[src/rtl/bhtc_pkg.sv]
// Shared types and constants for the bounded handle table checker.
package bhtc_pkg;

  localparam int unsigned HANDLE_W = 8;
  localparam int unsigned FIELD_W  = 32;
  localparam int unsigned STATUS_W = 4;
  // Sizes are non-negative 32-bit values, so 31 bits hold them.
  localparam int unsigned SIZE_W   = 31;

  typedef enum logic [1:0] {
    ACT_ALLOC    = 2'd0,
    ACT_ALLOC_RO = 2'd1,
    ACT_SPAN     = 2'd2,
    ACT_CHECK    = 2'd3
  } bhtc_action_e;

  typedef enum logic [STATUS_W-1:0] {
    ST_OK             = 4'd0,
    ST_NEG_SIZE       = 4'd1,
    ST_BAD_HANDLE     = 4'd2,
    ST_BAD_SPAN_ARGS  = 4'd3,
    ST_SPAN_OOB       = 4'd4,
    ST_READ_ONLY      = 4'd5,
    ST_ACCESS_OOB     = 4'd6,
    ST_TABLE_FULL     = 4'd7,
    ST_HEAP_EXHAUSTED = 4'd8
  } bhtc_status_e;

  typedef struct packed {
    bhtc_status_e          status;
    logic [HANDLE_W-1:0]   new_handle;
    logic [FIELD_W-1:0]    resolved_address;
  } bhtc_result_t;

endpackage

[src/rtl/bhtc_eval.sv]
// Request evaluation: error priority, append decision and result fields.
module bhtc_eval import bhtc_pkg::*; #(
  parameter int unsigned NUM_HANDLES = 256,
  parameter int unsigned ADDR_BITS   = 32
) (
  input  logic [1:0]                         action_i,
  input  logic [HANDLE_W-1:0]                handle_i,
  input  logic signed [FIELD_W-1:0]          offset_i,
  input  logic signed [FIELD_W-1:0]          length_i,
  input  logic                               for_write_i,
  input  logic [ADDR_BITS-1:0]               ent_base_i,
  input  logic [SIZE_W-1:0]                  ent_size_i,
  input  logic                               ent_ro_i,
  input  logic [$clog2(NUM_HANDLES+1)-1:0]   next_handle_i,
  input  logic [FIELD_W-1:0]                 next_free_i,
  input  logic [FIELD_W-1:0]                 heap_limit_i,
  output bhtc_result_t                       result_o,
  output logic                               append_o,
  output logic [ADDR_BITS-1:0]               app_base_o,
  output logic [SIZE_W-1:0]                  app_size_o,
  output logic                               app_ro_o,
  output logic                               bump_o,
  output logic [FIELD_W-1:0]                 next_free_o
);

  localparam int unsigned NHW = $clog2(NUM_HANDLES + 1);

  bhtc_action_e         act;
  logic                 off_neg;
  logic                 len_neg;
  logic                 full;
  logic                 hvalid;
  logic [FIELD_W:0]     alloc_end;
  logic [FIELD_W-1:0]   span_end;
  logic                 span_oob;
  logic [ADDR_BITS-1:0] sum_base;

  assign act     = bhtc_action_e'(action_i);
  assign off_neg = offset_i[FIELD_W-1];
  assign len_neg = length_i[FIELD_W-1];
  assign full    = (next_handle_i == NHW'(NUM_HANDLES));
  assign hvalid  = (handle_i != '0) && (32'(handle_i) < 32'(next_handle_i));

  assign alloc_end = {1'b0, next_free_i} + (FIELD_W+1)'($unsigned(length_i));
  assign span_end  = {1'b0, offset_i[SIZE_W-1:0]} + {1'b0, length_i[SIZE_W-1:0]};
  assign span_oob  = span_end > {1'b0, ent_size_i};
  // Wrap at the address width, as the descriptor base does.
  assign sum_base  = ent_base_i + ADDR_BITS'($unsigned(offset_i));

  always_comb begin
    result_o.status           = ST_OK;
    result_o.new_handle       = '0;
    result_o.resolved_address = '0;
    append_o    = 1'b0;
    app_base_o  = sum_base;
    app_size_o  = length_i[SIZE_W-1:0];
    app_ro_o    = ent_ro_i;
    bump_o      = 1'b0;
    next_free_o = alloc_end[FIELD_W-1:0];
    case (act)
      ACT_ALLOC, ACT_ALLOC_RO: begin
        app_base_o = ADDR_BITS'(next_free_i);
        app_ro_o   = (act == ACT_ALLOC_RO);
        if (len_neg) begin
          result_o.status = ST_NEG_SIZE;
        end else if (full) begin
          result_o.status = ST_TABLE_FULL;
        end else if (alloc_end > {1'b0, heap_limit_i}) begin
          result_o.status = ST_HEAP_EXHAUSTED;
        end else begin
          result_o.new_handle = HANDLE_W'(next_handle_i);
          append_o = 1'b1;
          bump_o   = 1'b1;
        end
      end
      ACT_SPAN: begin
        if (!hvalid) begin
          result_o.status = ST_BAD_HANDLE;
        end else if (off_neg || len_neg) begin
          result_o.status = ST_BAD_SPAN_ARGS;
        end else if (span_oob) begin
          result_o.status = ST_SPAN_OOB;
        end else if (full) begin
          result_o.status = ST_TABLE_FULL;
        end else begin
          result_o.new_handle = HANDLE_W'(next_handle_i);
          append_o = 1'b1;
        end
      end
      ACT_CHECK: begin
        if (!hvalid) begin
          result_o.status = ST_BAD_HANDLE;
        end else if (for_write_i && ent_ro_i) begin
          result_o.status = ST_READ_ONLY;
        end else if (off_neg || len_neg || span_oob) begin
          result_o.status = ST_ACCESS_OOB;
        end else begin
          result_o.resolved_address = FIELD_W'(sum_base);
        end
      end
      default: begin
        result_o.status = ST_OK;
      end
    endcase
  end

endmodule
[config.mk]
export PLATFORM = sky130hd
export DESIGN_NAME = bhtc_eval
export DESIGN_NICKNAME = d
export VERILOG_FILES = /design/src/rtl/bhtc_pkg.sv /design/src/rtl/bhtc_eval.sv
export SDC_FILE = /design/constraint.sdc
export NUM_CORES = 1
export LEC_CHECK = 0
export ABC_AREA = 1
export BUFFER_PORTS_ARGS = -buffer_cell sky130_fd_sc_hd__buf_2
export CAP_MARGIN = 20
export CORE_AREA = 2 2 139 141
export DETAILED_ROUTE_END_ITERATION = 7
export DIE_AREA = 0 0 141 143
export PLACE_DENSITY = 0.73
export SLEW_MARGIN = 20
export SYNTH_ARGS = -nofsm -noshare
export SYNTH_HDL_FRONTEND = slang
export SYNTH_SLANG_ARGS = --single-unit
[constraint.sdc]
create_clock -name vclk -period 6
set_input_delay 0 -clock vclk [all_inputs]
set_output_delay 0 -clock vclk [all_outputs]
set_load 0.02 [all_outputs]
==> flow_summary_export.csv <==
group,metric,value,unit
worst_setup_path,path_class,"in2out",
worst_setup_path,worstSetupEndpointType,"primary output",
clock_network,hold_buffers,0,
route,wl_per_cell,16.9,um
synthesis,ys_top_cells_by_count,"268 x nand2_1, 201 x inv_1, 164 x ha_1",
place,gp_congestion,0.978,
power,power.density,135,nW/um2
synthesis,synthAdderAreaFrac,26.9,%
place,dp_cells,1864,
sta,slew_headroom,47.8,%
sta,finalMaxSlewViolations,0,
route,postRouteWirelength,31600,um
route,dr.pass1.iters,5,
sta,whs,0.277,ns
route,dr_total_vias,9795,
floorplanning,fp.dieArea,20200,um2
place,place_ws,1.64,ns
synthesis,syn_avg_cell_area,5.97,um2
synthesis,synth_top_family_by_area,"simple AND/OR/NAND/NOR gates",
clock_network,post_cts_buffers,0,
floorplanning,num_rows,50,
sta,worstMarginPinSlew,0.773,ns
min_path,worstHoldPathType,"in2out",
global_route,antenna_found_initial,3,
synthesis,yosys.area.top_type_share,26.1,%
worst_setup_path,crit_slowest_cell,"nand4_4",
job,max_cap_viol_count,0,
worst_setup_path,critical_path_buf_inv_count,3,
route,drt_iter0_drc,585,
power,total_power,1.30,mW
worst_setup_path,required,6.00,ns
sta,finalSetupViolations,0,
synthesis,yosys-top-cells-area,"ha_1 26%, nand2_1 13%, a21oi_1 9.6%",
floorplanning,die_w,141,um
route,remaining_drc_errors,0,
floorplanning,core_region_area,18600,um2
synthesis,yosys_warnings,0,
layout,drive_above_1_share,24.0,%
synthesis,syn_area,7860,um2
synthesis,synthMuxAreaShare,0,%
synthesis,yosysSeqAreaShare,0,%
sta,hold_viol,0,
layout,fin_cells,1865,
layout,regArea,0,um2
global_route,grt_overflow,0,
synthesis,synth_compound_area_share,22.2,%
synthesis,synthCells,1316,
layout,fin_area,9640,um2
floorplanning,die-height,143,um
layout,area_growth,22.7,%
synthesis,synthSimpleGateAreaFrac,27.8,%
global_route,grt_max_degree,65,
global_route,grt_pass1_wl,47400,um
worst_setup_path,slowest_delay,0.52,ns
sta,period_share,72.8,%
layout,final_util,51.9,%
layout,clkbuf_count,0,
sta,min_period,4.37,ns
layout,num-nets-final,2011,
worst_setup_path,crit_path_max_fanout,32,
floorplanning,initial_utilization,42.3,%
worst_setup_path,arrival,4.37,ns
power,p_leak,5.69,nW
place,dp_hpwl,28400,um
route,routed_via_density,5.25,
worst_setup_path,crit_top_cell,"nand2_1",
synthesis,synth-xor-area-share,9.81,%
route,final_antenna_net_count,0,
floorplanning,io_pins,354,
sta,rsz0062_at_grt,"false",
sta,setup_ws,1.63,ns
place,placed_area,9640,um2
global_route,grt_pass1_vias,9083,
place,place.port_buffers,354,
worst_setup_path,cp_top_family,"simple AND/OR/NAND/NOR gates",
synthesis,synthesis.nets,1695,
global_route,grt_usage,29.7,%
sta,fmax,0.229,GHz
worst_setup_path,start_kind,"input pin",
clock_network,cts_resized,0,
synthesis,ys_types,45,
layout,seq_cells,0,
power,irDropWorstVdd,0.0000607,V
sta,fin_tns_setup,0,ns
synthesis,yosysMostFrequentCell,"nand2_1",
status,outcome,"finished, final reports clean",
synthesis,synth_top_area_cell,"ha_1",
[layout make-up]
cell class / count / area, um2
Multi-Input combinational cell: 1074 / 6810
Timing Repair Buffer: 355 / 1780
Antenna cell: 1 / 2.50
Tap cell: 234 / 293
Fill cell: 1999 / 8940
Inverter: 201 / 754
[final timing paths]
path                        start       endpoint  depth (start not counted)
worst min-delay path  length_i[0]  app_size_o[0]                          2
worst max-delay path  length_i[0]    result_o[6]                         26
[per-layer routing]
layer / share of wire, % / GRT usage, % / wire (um)
met5: 0.076 / 0 / 24
met2: 48 / 55.0 / 15200
met4: 2.4 / 5.89 / 748
met3: 6.6 / 2.98 / 2070
met1: 43 / 37.3 / 13500
[cell families after synthesis]
kind of cell    Yosys count
fa+ha+maj               167
simple gates            508
compound gates          311
buf+inv                 242
xor+xnor                 88
[where the power goes]
part           leakage [nW]  internal (mW)  switching (mW)    total (mW)
clock network    0.00000634   0.0000000223               0  0.0000000223
registers                 0              0               0             0
logic                  5.69          0.460           0.842          1.30
total                  5.69          0.460           0.842          1.30
[layout by cell type (no fill, tap or decap), types with 6 or more instances in the layout]
cell type and count:
o21ai_0 89, a31oi_1 9, nand4_1 24, nor2_1 121, inv_1 201, nor4_1 10
buf_2 354, xnor2_1 40, nor3_1 18, a21oi_1 151, nor2_2 20, xor2_1 48
nand3_1 30, a21o_1 13, ha_1 164, o21a_1 6, nand2_1 268
(Power assumes the default switching activity.)
